==> config.mk <==
export PLATFORM = sky130hd
export DESIGN_NAME = audio_noise_gate
export DESIGN_NICKNAME = d
export VERILOG_FILES = /design/src/rtl/core/ang_pkg.sv /design/src/rtl/core/ang_ram.sv /design/src/rtl/core/ang_csr.sv /design/src/rtl/core/ang_core.sv /design/src/rtl/core/audio_noise_gate.sv
export SDC_FILE = /design/constraint.sdc
export NUM_CORES = 2
export LEC_CHECK = 0
export BUFFER_PORTS_ARGS = -buffer_cell sky130_fd_sc_hd__buf_2
export CAP_MARGIN = 25
export CORE_UTILIZATION = 45
export CTS_CLUSTER_SIZE = 25
export DETAILED_ROUTE_END_ITERATION = 12
export RECOVER_POWER = 100
export SYNTH_ARGS = -nofsm -noshare
export SYNTH_HDL_FRONTEND = slang
export SYNTH_SLANG_ARGS = --single-unit
==> constraint.sdc <==
create_clock -name clock -period 11.1 [get_ports clock]
set_clock_uncertainty 0.1 [all_clocks]
set_input_delay 0 -clock clock [delete_from_list [all_inputs] [get_ports clock]]
set_output_delay 0 -clock clock [all_outputs]
set_load 0.005 [all_outputs]
==> src/rtl/core/ang_pkg.sv <==
// shared types and constants for the audio noise gate
package ang_pkg;

   localparam int CHAN_W = 3;
   localparam int SAMPLE_W = 24;
   localparam int ENV_W = 23;
   localparam int GAIN_W = 17;
   localparam int COEFF_W = 16;
   localparam int RAM_W = ENV_W + GAIN_W;
   localparam int CSR_ADDR_W = 4;
   localparam int CSR_DATA_W = 32;
   localparam int CHANNELS_DEFAULT = 8;

   localparam logic [ENV_W-1:0] MAG_MAX = {ENV_W{1'b1}};
   localparam logic [GAIN_W-1:0] UNITY = GAIN_W'(65536);
   localparam logic [ENV_W-1:0] THRESHOLD_RESET = '0;
   localparam logic [COEFF_W-1:0] COEFF_RESET = COEFF_W'(65000);

   typedef enum logic [1:0] {
      REG_THRESHOLD = 2'd0,
      REG_COEFF = 2'd1,
      REG_BYPASS = 2'd2,
      REG_NONE = 2'd3
   } reg_index_type;

   typedef struct packed {
      logic [ENV_W-1:0] threshold_level;
      logic [COEFF_W-1:0] release_coeff;
      logic bypass;
   } cfg_type;

   typedef enum logic [1:0] {
      ST_IDLE,
      ST_READ,
      ST_CALC,
      ST_OUT
   } state_type;

endpackage

==> src/rtl/core/ang_ram.sv <==
// generic single-port-write ram with registered read
module ang_ram #(
   parameter int WIDTH = 8,
   parameter int DEPTH = 8,
   localparam int ADDR_W = (DEPTH > 1) ? $clog2(DEPTH) : 1
) (
   input  logic              clock,
   input  logic              wr_en,
   input  logic [ADDR_W-1:0] wr_addr,
   input  logic [WIDTH-1:0]  wr_data,
   input  logic              rd_en,
   input  logic [ADDR_W-1:0] rd_addr,
   output logic [WIDTH-1:0]  rd_data
);

   logic [WIDTH-1:0] mem_ff [DEPTH];
   logic [WIDTH-1:0] rd_data_ff;

   always_ff @(posedge clock) begin
      if (wr_en) begin
         mem_ff[wr_addr] <= wr_data;
      end
      if (rd_en) begin
         rd_data_ff <= mem_ff[rd_addr];
      end
   end

   assign rd_data = rd_data_ff;

endmodule

==> src/rtl/core/ang_csr.sv <==
// configuration registers behind the apb-style port
module ang_csr
   import ang_pkg::*;
(
   input  logic                  clock,
   input  logic                  reset,
   input  logic                  csr_psel,
   input  logic                  csr_penable,
   input  logic                  csr_pwrite,
   input  logic [CSR_ADDR_W-1:0] csr_paddr,
   input  logic [CSR_DATA_W-1:0] csr_pwdata,
   output logic [CSR_DATA_W-1:0] csr_prdata,
   output logic                  csr_pready,
   output cfg_type               cfg
);

   cfg_type cfg_ff;
   cfg_type cfg_in;
   reg_index_type idx;
   logic wr_en;

   assign idx = reg_index_type'(csr_paddr[CSR_ADDR_W-1:2]);
   assign csr_pready = 1'b1;
   assign wr_en = csr_psel && csr_penable && csr_pwrite && csr_pready;

   always_comb begin
      cfg_in = cfg_ff;
      csr_prdata = '0;
      case (idx)
         REG_THRESHOLD: begin
            csr_prdata = CSR_DATA_W'(cfg_ff.threshold_level);
            if (wr_en) begin
               cfg_in.threshold_level = csr_pwdata[ENV_W-1:0];
            end
         end
         REG_COEFF: begin
            csr_prdata = CSR_DATA_W'(cfg_ff.release_coeff);
            if (wr_en) begin
               cfg_in.release_coeff = csr_pwdata[COEFF_W-1:0];
            end
         end
         REG_BYPASS: begin
            csr_prdata = CSR_DATA_W'(cfg_ff.bypass);
            if (wr_en) begin
               cfg_in.bypass = csr_pwdata[0];
            end
         end
         default: begin
            csr_prdata = '0;
         end
      endcase
   end

   always_ff @(posedge clock) begin
      if (reset) begin
         cfg_ff.threshold_level <= THRESHOLD_RESET;
         cfg_ff.release_coeff <= COEFF_RESET;
         cfg_ff.bypass <= 1'b0;
      end else begin
         cfg_ff <= cfg_in;
      end
   end

   assign cfg = cfg_ff;

endmodule

==> src/rtl/core/ang_core.sv <==
// sequencer and datapath: state read-modify-write and gain multiply
module ang_core
   import ang_pkg::*;
#(
   parameter int CHANNELS = CHANNELS_DEFAULT,
   localparam int ADDR_W = (CHANNELS > 1) ? $clog2(CHANNELS) : 1
) (
   input  logic                clock,
   input  logic                reset,
   input  cfg_type             cfg,
   input  logic                req_tvalid,
   output logic                req_tready,
   input  logic [SAMPLE_W-1:0] req_tdata,
   input  logic [CHAN_W-1:0]   req_tuser,
   output logic                rsp_tvalid,
   input  logic                rsp_tready,
   output logic [SAMPLE_W-1:0] rsp_tdata,
   output logic [CHAN_W-1:0]   rsp_tuser,
   output logic                ram_rd_en,
   output logic [ADDR_W-1:0]   ram_rd_addr,
   input  logic [RAM_W-1:0]    ram_rd_data,
   output logic                ram_wr_en,
   output logic [ADDR_W-1:0]   ram_wr_addr,
   output logic [RAM_W-1:0]    ram_wr_data
);

   localparam int WIDE_W = ADDR_W + CHAN_W;
   localparam int ENV_P_W = ENV_W + COEFF_W;
   localparam int GAIN_P_W = GAIN_W + COEFF_W;
   localparam int OUT_P_W = SAMPLE_W + GAIN_W + 1;

   state_type state_ff, state_in;
   logic [CHAN_W-1:0] chan_ff, chan_in;
   logic [SAMPLE_W-1:0] smp_ff, smp_in;
   logic [ENV_W-1:0] mag_ff, mag_in;
   logic [ADDR_W-1:0] addr_ff, addr_in;
   logic hit_ff, hit_in;
   logic pass_ff, pass_in;
   logic rise_ff, rise_in;
   logic [ENV_W-1:0] env_prod_ff, env_prod_in;
   logic [GAIN_W-1:0] gain_prod_ff, gain_prod_in;
   logic [GAIN_W-1:0] gain_ff, gain_in;
   logic [CHANNELS-1:0] valid_ff, valid_in;
   logic rsp_valid_ff, rsp_valid_in;
   logic [SAMPLE_W-1:0] rsp_data_ff, rsp_data_in;
   logic [CHAN_W-1:0] rsp_chan_ff, rsp_chan_in;

   logic [WIDE_W-1:0] ch_wide;
   logic [ADDR_W-1:0] req_addr;
   logic in_range;
   logic [SAMPLE_W-1:0] abs_val;
   logic [ENV_W-1:0] mag;
   logic [ENV_W-1:0] env_old;
   logic [GAIN_W-1:0] gain_old;
   logic [ENV_W-1:0] diff;
   logic [ENV_P_W-1:0] env_mul;
   logic [GAIN_P_W-1:0] gain_mul;
   logic [ENV_W-1:0] env_new;
   logic [GAIN_W-1:0] gain_new;
   logic signed [OUT_P_W-1:0] out_mul;

   assign ch_wide = {{ADDR_W{1'b0}}, req_tuser};
   assign req_addr = ch_wide[ADDR_W-1:0];
   assign in_range = ch_wide < WIDE_W'(CHANNELS);

   assign abs_val = req_tdata[SAMPLE_W-1] ? (~req_tdata + SAMPLE_W'(1)) : req_tdata;
   assign mag = abs_val[SAMPLE_W-1] ? MAG_MAX : abs_val[ENV_W-1:0];

   assign env_old = hit_ff ? ram_rd_data[ENV_W-1:0] : '0;
   assign gain_old = hit_ff ? ram_rd_data[RAM_W-1:ENV_W] : UNITY;
   assign diff = env_old - mag_ff;
   assign env_mul = ENV_P_W'(cfg.release_coeff) * ENV_P_W'(diff);
   assign gain_mul = GAIN_P_W'(gain_old) * GAIN_P_W'(cfg.release_coeff);

   assign env_new = rise_ff ? mag_ff : (mag_ff + env_prod_ff);
   assign gain_new = (env_new >= cfg.threshold_level) ? UNITY : gain_prod_ff;

   assign out_mul = $signed(smp_ff) * $signed({1'b0, gain_ff});

   always_comb begin
      state_in = state_ff;
      chan_in = chan_ff;
      smp_in = smp_ff;
      mag_in = mag_ff;
      addr_in = addr_ff;
      hit_in = hit_ff;
      pass_in = pass_ff;
      rise_in = rise_ff;
      env_prod_in = env_prod_ff;
      gain_prod_in = gain_prod_ff;
      gain_in = gain_ff;
      valid_in = valid_ff;
      rsp_valid_in = rsp_valid_ff && !rsp_tready;
      rsp_data_in = rsp_data_ff;
      rsp_chan_in = rsp_chan_ff;
      req_tready = 1'b0;
      ram_rd_en = 1'b0;
      ram_wr_en = 1'b0;
      ram_wr_data = {gain_new, env_new};
      case (state_ff)
         ST_IDLE: begin
            req_tready = 1'b1;
            if (req_tvalid) begin
               chan_in = req_tuser;
               smp_in = req_tdata;
               mag_in = mag;
               addr_in = req_addr;
               hit_in = in_range && valid_ff[req_addr];
               pass_in = cfg.bypass || !in_range;
               gain_in = UNITY;
               ram_rd_en = 1'b1;
               state_in = (cfg.bypass || !in_range) ? ST_OUT : ST_READ;
            end
         end
         ST_READ: begin
            rise_in = mag_ff > env_old;
            env_prod_in = env_mul[ENV_P_W-1:COEFF_W];
            gain_prod_in = gain_mul[GAIN_P_W-1:COEFF_W];
            state_in = ST_CALC;
         end
         ST_CALC: begin
            ram_wr_en = 1'b1;
            valid_in[addr_ff] = 1'b1;
            gain_in = gain_new;
            state_in = ST_OUT;
         end
         ST_OUT: begin
            if (!rsp_valid_ff || rsp_tready) begin
               rsp_valid_in = 1'b1;
               rsp_data_in = out_mul[SAMPLE_W+COEFF_W-1:COEFF_W];
               rsp_chan_in = chan_ff;
               state_in = ST_IDLE;
            end
         end
         default: begin
            state_in = ST_IDLE;
         end
      endcase
   end

   always_ff @(posedge clock) begin
      if (reset) begin
         state_ff <= ST_IDLE;
         valid_ff <= '0;
         rsp_valid_ff <= 1'b0;
         pass_ff <= 1'b0;
         hit_ff <= 1'b0;
      end else begin
         state_ff <= state_in;
         valid_ff <= valid_in;
         rsp_valid_ff <= rsp_valid_in;
         pass_ff <= pass_in;
         hit_ff <= hit_in;
      end
   end

   always_ff @(posedge clock) begin
      chan_ff <= chan_in;
      smp_ff <= smp_in;
      mag_ff <= mag_in;
      addr_ff <= addr_in;
      rise_ff <= rise_in;
      env_prod_ff <= env_prod_in;
      gain_prod_ff <= gain_prod_in;
      gain_ff <= gain_in;
      rsp_data_ff <= rsp_data_in;
      rsp_chan_ff <= rsp_chan_in;
   end

   assign ram_rd_addr = req_addr;
   assign ram_wr_addr = addr_ff;
   assign rsp_tvalid = rsp_valid_ff;
   assign rsp_tdata = rsp_data_ff;
   assign rsp_tuser = rsp_chan_ff;

`ifndef SYNTHESIS
   a_read_after_accept: assert property (@(posedge clock) disable iff (reset)
      state_ff == ST_READ |-> $past(req_tvalid && req_tready))
      else $error("state read entered without an accepted beat");

   a_no_write_on_pass: assert property (@(posedge clock) disable iff (reset)
      ram_wr_en |-> !pass_ff)
      else $error("state written for a bypassed beat");

   a_gain_bounded: assert property (@(posedge clock) disable iff (reset)
      state_ff == ST_OUT |-> gain_ff <= UNITY)
      else $error("gain above unity");

   a_load_from_out: assert property (@(posedge clock) disable iff (reset)
      $rose(rsp_valid_ff) |-> $past(state_ff == ST_OUT))
      else $error("result loaded outside output state");
`endif

endmodule

==> src/rtl/core/audio_noise_gate.sv <==
// audio noise gate top level
//
// req channel: one beat per sample, tdata = sample_in (signed 24 bits),
// tuser = channel. rsp channel: one beat per accepted sample, tdata =
// sample_out, tuser = channel_out, in the same order as accepted.
// csr port: threshold_level at 0x0, release_coeff at 0x4, bypass at 0x8;
// write only while the gate is idle.
// each sample passes through these steps in order: accept and state
// memory read, envelope and gain multiplies, state write-back, output
// multiply into the result register. one sample is processed at a time,
// so a new sample is accepted only once the last has left the output step;
// the rate is set by the read-modify-write of the per-channel state ram.
// bypassed or out-of-range beats skip to output and leave state untouched.
// a stalled rsp beat holds in the output register; the next sample is still
// accepted and waits in its last step until the output register frees.
// reset clears the per-channel valid bits, so every channel starts with a
// zero envelope and unity gain, and loads the register reset values.
module audio_noise_gate
   import ang_pkg::*;
#(
   parameter int CHANNELS = CHANNELS_DEFAULT
) (
   input  logic                  clock,
   input  logic                  reset,
   input  logic                  req_tvalid,
   output logic                  req_tready,
   input  logic [SAMPLE_W-1:0]   req_tdata,   // sample_in
   input  logic [CHAN_W-1:0]     req_tuser,   // channel
   output logic                  rsp_tvalid,
   input  logic                  rsp_tready,
   output logic [SAMPLE_W-1:0]   rsp_tdata,   // sample_out
   output logic [CHAN_W-1:0]     rsp_tuser,   // channel_out
   input  logic                  csr_psel,
   input  logic                  csr_penable,
   input  logic                  csr_pwrite,
   input  logic [CSR_ADDR_W-1:0] csr_paddr,
   input  logic [CSR_DATA_W-1:0] csr_pwdata,
   output logic [CSR_DATA_W-1:0] csr_prdata,
   output logic                  csr_pready
);

   localparam int ADDR_W = (CHANNELS > 1) ? $clog2(CHANNELS) : 1;

   cfg_type cfg;
   logic ram_rd_en;
   logic [ADDR_W-1:0] ram_rd_addr;
   logic [RAM_W-1:0] ram_rd_data;
   logic ram_wr_en;
   logic [ADDR_W-1:0] ram_wr_addr;
   logic [RAM_W-1:0] ram_wr_data;

   ang_csr u_csr (
      .clock       (clock),
      .reset       (reset),
      .csr_psel    (csr_psel),
      .csr_penable (csr_penable),
      .csr_pwrite  (csr_pwrite),
      .csr_paddr   (csr_paddr),
      .csr_pwdata  (csr_pwdata),
      .csr_prdata  (csr_prdata),
      .csr_pready  (csr_pready),
      .cfg         (cfg)
   );

   ang_ram #(
      .WIDTH (RAM_W),
      .DEPTH (CHANNELS)
   ) u_state_ram (
      .clock   (clock),
      .wr_en   (ram_wr_en),
      .wr_addr (ram_wr_addr),
      .wr_data (ram_wr_data),
      .rd_en   (ram_rd_en),
      .rd_addr (ram_rd_addr),
      .rd_data (ram_rd_data)
   );

   ang_core #(
      .CHANNELS (CHANNELS)
   ) u_core (
      .clock       (clock),
      .reset       (reset),
      .cfg         (cfg),
      .req_tvalid  (req_tvalid),
      .req_tready  (req_tready),
      .req_tdata   (req_tdata),
      .req_tuser   (req_tuser),
      .rsp_tvalid  (rsp_tvalid),
      .rsp_tready  (rsp_tready),
      .rsp_tdata   (rsp_tdata),
      .rsp_tuser   (rsp_tuser),
      .ram_rd_en   (ram_rd_en),
      .ram_rd_addr (ram_rd_addr),
      .ram_rd_data (ram_rd_data),
      .ram_wr_en   (ram_wr_en),
      .ram_wr_addr (ram_wr_addr),
      .ram_wr_data (ram_wr_data)
   );

endmodule
==> results.md <==
Min path:
- The class of the tightest hold or removal check is in2reg.

Global route:
- The via count of the first global-routing pass is 38720.
- The overall track demand over capacity in global routing is 0.2299.
- The initial antenna violation count is 0.
- The largest net degree at the start of global routing is 71.
- The total overflow left after global routing is 0.
- The first-pass GRT wire length is 223100 um.

Yosys:
- The post-synthesis cell type with the largest combined area is sky130_fd_sc_hd__fa_1.
- The total standard cell area after synthesis is 56490 um^2.
- The post-synthesis instance total is 5241.
- The number of register bits inferred by synthesis is 547.
- The most instantiated flip-flop cell in the synthesis netlist is sky130_fd_sc_hd__edfxtp_1.
- In the synthesized netlist, the cells that appear most often are sky130_fd_sc_hd__inv_1 (1036), sky130_fd_sc_hd__fa_1 (887), sky130_fd_sc_hd__nand2_1 (748).
- Of all flip-flops after synthesis, the portion carrying an async set or reset was 0.
- The count of synthesis-stage warnings from yosys is 0.
- Yosys attributes the largest share of cell area to sky130_fd_sc_hd__fa_1 (31%), sky130_fd_sc_hd__edfxtp_1 (26%), sky130_fd_sc_hd__ha_1 (8.4%), sky130_fd_sc_hd__inv_1 (6.9%), sky130_fd_sc_hd__nand2_1 (5.0%).
- The number of enable flip-flop cells after synthesis is 495.
- The mean post-synth cell area is 10.78 um^2.
- Yosys mapped the design onto 73 distinct sky130hd cell types.
- The sequential cell area fraction in the yosys report is 0.2816.
- By instance count, the leading cell after synthesis is sky130_fd_sc_hd__inv_1.
- The share of synthesized area in the top cell type comes to 0.3144.

Clock network:
- The number of post-CTS setup repair buffers is 0.
- The H-tree depth is 2.
- Counting the buffers created by CTS gives 61.
- Buffers inserted to repair hold after CTS numbered 104.
- Counting along the longest clock path gives a buffer depth of 3.
- At the later pin of the worst-skew pair, clock insertion delay measures 0.69 ns.
- The count of instances resized after the clock tree is built is 0.
- For this design, the sink count on the clock tree is 547.
- Clock-pin slew was measured on the worst setup and hold paths at 0.07 ns.
- TritonCTS built the clock tree.
- The cell at the root of the clock tree is sky130_fd_sc_hd__clkbuf_16.

Floorplanning:
- The floorplan step set the die height to 356.3 um.
- The die covers 126900 um^2.
- Row generation in the floorplan step produced 129 rows.
- The I/O pin count is 132.
- The region available for standard cell placement spans 124100 um^2.
- The die is 356.3 um wide.
- The initial core utilization is 0.4551.

Layout:
- The net total in the final layout is 6697.
- Compared with the post-synthesis result, the final layout area differs by 9.316%.
- Of the cells placed in the final design, the portion with a size suffix greater than 1 is 0.06131.
- Counting the fill cells in the layout gives 11250.

Drt:
- The via count of the routed design is 36980.
- The pre-antenna-repair detailed-routing pass consisted of 11 iterations.
- For this block, wires on met1 add up to 63110 um.
- For this block, the initial DRC count from the detailed router was 2342.
- Detailed routing placed a total of 8356 um of wire on met3.
- The number of vias per cell after detailed routing is 5.243.
- In this run the remaining antenna-violating nets after routing total 0.
- The wire length reported by the detailed router is 142200 um.
- The routed wire length on met2 is 66580 um.
- Signal routing reaches up to met4.
- After detailed routing, the average wire length per cell comes to 20.17 um.
- After detailed routing, the number of remaining DRC violations is 8.

STA:
- Dividing the final minimum period by the clock period gives 0.8965.
- Setup repair after global routing left no endpoint under its margin.
- The final number of hold-violating endpoints is 0.
- The routed design could run at a clock period as short as 9.951 ns.
- The worst slew margin relative to its limit is -1.701.
- For the pin with the worst max-slew slack, the measured transition is 4.051 ns.
- For this run, the top clock speed supported by timing is 100.5 MHz.
- The count of final max-slew check failures came to 1045.
- For the final routed database, the setup TNS stands at 0 ns.
- Setup violations remaining at the end of the flow were counted as 0.

Place:
- The sum of net half-perimeters after detailed placement is 105400 um.
- In this run the tool buffered the top-level ports with 110 buffer cells.
- Routability-driven placement finished with a final weighted congestion of 0.8552.

Job:
- The number of max-capacitance violations reported is 30.

Worst setup path:
- The critical path in this run is classified as reg2reg.
- The delay of the slowest cell on the worst path is 0.72 ns.
- For this design, the slowest cell found on the critical path is sky130_fd_sc_hd__dfxtp_1.
- The endpoint class of the critical path is a register.
- The worst path arrival time is 10.28 ns.
- The critical path's most frequent cell is sky130_fd_sc_hd__fa_1.
- The top fanout value on the critical path is 20.
- STA classifies the critical path startpoint as a register.
- STA puts the critical path data required time at 11.43 ns.

Outcome:
- The run finished, with violations left.
- The final reports fail on DRC, capacitance limit, slew limit.
placed cells by master (no fill, tap or decap), drive strengths merged, types with 12 or more instances in the layout:
master / count
clkinv: 27
a21o: 37
nand2b: 22
a21oi: 106
fa: 887
nor2b: 46
dlygate4sd3: 104
and3: 83
a211o: 12
a211oi: 19
xor2: 48
nand3: 30
mux2: 42
dfxtp: 52
clkbuf: 160
o21a: 16
nor2: 122
mux2i: 24
o31ai: 14
xnor2: 76
and2: 399
ha: 377
inv: 1043
o21ai: 78
edfxtp: 495
nand2: 748
nor3: 32
buf: 97
mux4: 82
state kept, by name, indices dropped and copies added (netlist names), 2 cells and up:
register and flops:
u_core.rsp_tdata 24, u_core.env_prod_ff 23, u_csr.cfg 40, u_core.smp_ff 24, u_core.gain_prod_ff 17, u_core.state_ff 2
u_state_ram.mem_ff 320, u_state_ram.rd_data 40, u_core.mag_ff 23, u_core.rsp_tuser 3, u_core.valid_ff 8, u_core.chan_ff 3
u_core.gain_ff 17
final timing paths:
| path | slack (ns) | from | cells past startpoint | end |
|---|---|---|---|---|
| min | 0.05 | csr_pwdata[9] | 4 | u_csr.cfg[10] |
| max reg2reg | 1.15 | u_core.hit_ff | 30 | u_core.env_prod_ff[21] |
| min reg2reg | 0.38 | u_core.valid_ff[6] | 2 | u_core.valid_ff[6] |
| max | 1.15 | u_core.hit_ff | 30 | u_core.env_prod_ff[21] |
per-layer routing:
layer / vias up / global-route usage
met2: 944 / 0.3700
met3: 180 / 0.03601
met4: 0 / 0.06498
met1: 19180 / 0.3227
li1: 16670 / -
met5: - / 0
critical path: cells and delay by family (launching register included):
kind,cells,cell delay [ns]
AOI/OAI and AO/OA,10,2.86
xor gates and xnor gates,2,0.79
adders and majority gates,9,4.08
buffers and inverters,3,0.14
DFF,1,0.72
and+or+nand+nor,6,0.99
per-stage QoR:
step	worst slack, ns	utilization	instance area (um^2)	instances	hold slack [ns]
after global placement	1.547	0.4738	58810	6819	0.1296
final	1.149	0.4975	61750	7053	0.04784
after detailed placement	1.401	0.4747	58920	6829	0.1283
after floorplan	2.152	-	56520	5249	-0.001131
after global routing	0.3878	0.4975	61750	7052	0.05870
after CTS	1.424	0.5001	62070	7048	0.003203
layout make-up:
cell class	instances	area, um^2	share of cell area
Timing Repair Buffer	296	2037	0.03299
Tap cell	1637	2048	0.03317
Clock buffer	65	1551	0.02513
Multi-Input combinational cell	3421	35750	0.5790
Clock inverter	50	561.8	0.009098
Antenna cell	1	2.502	0.00004053
Sequential cell	547	15910	0.2576
Inverter	1036	3889	0.06298
cell families after synthesis:
group,after synthesis,synth area share
XOR/XNOR,124,0.01923
multiplexers,148,0.04532
AND/OR/NAND/NOR,1526,0.1302
other,2,0.0001330
buffers and inverters,1281,0.08585
adder cells (fa/ha/maj),1264,0.3979
AO/OA/AOI/OAI,349,0.03983
flip-flops,547,0.2816
Power is left out: the tool's default activity adds up to more than one toggle a clock period on the data nets, which glitch-free logic cannot reach.
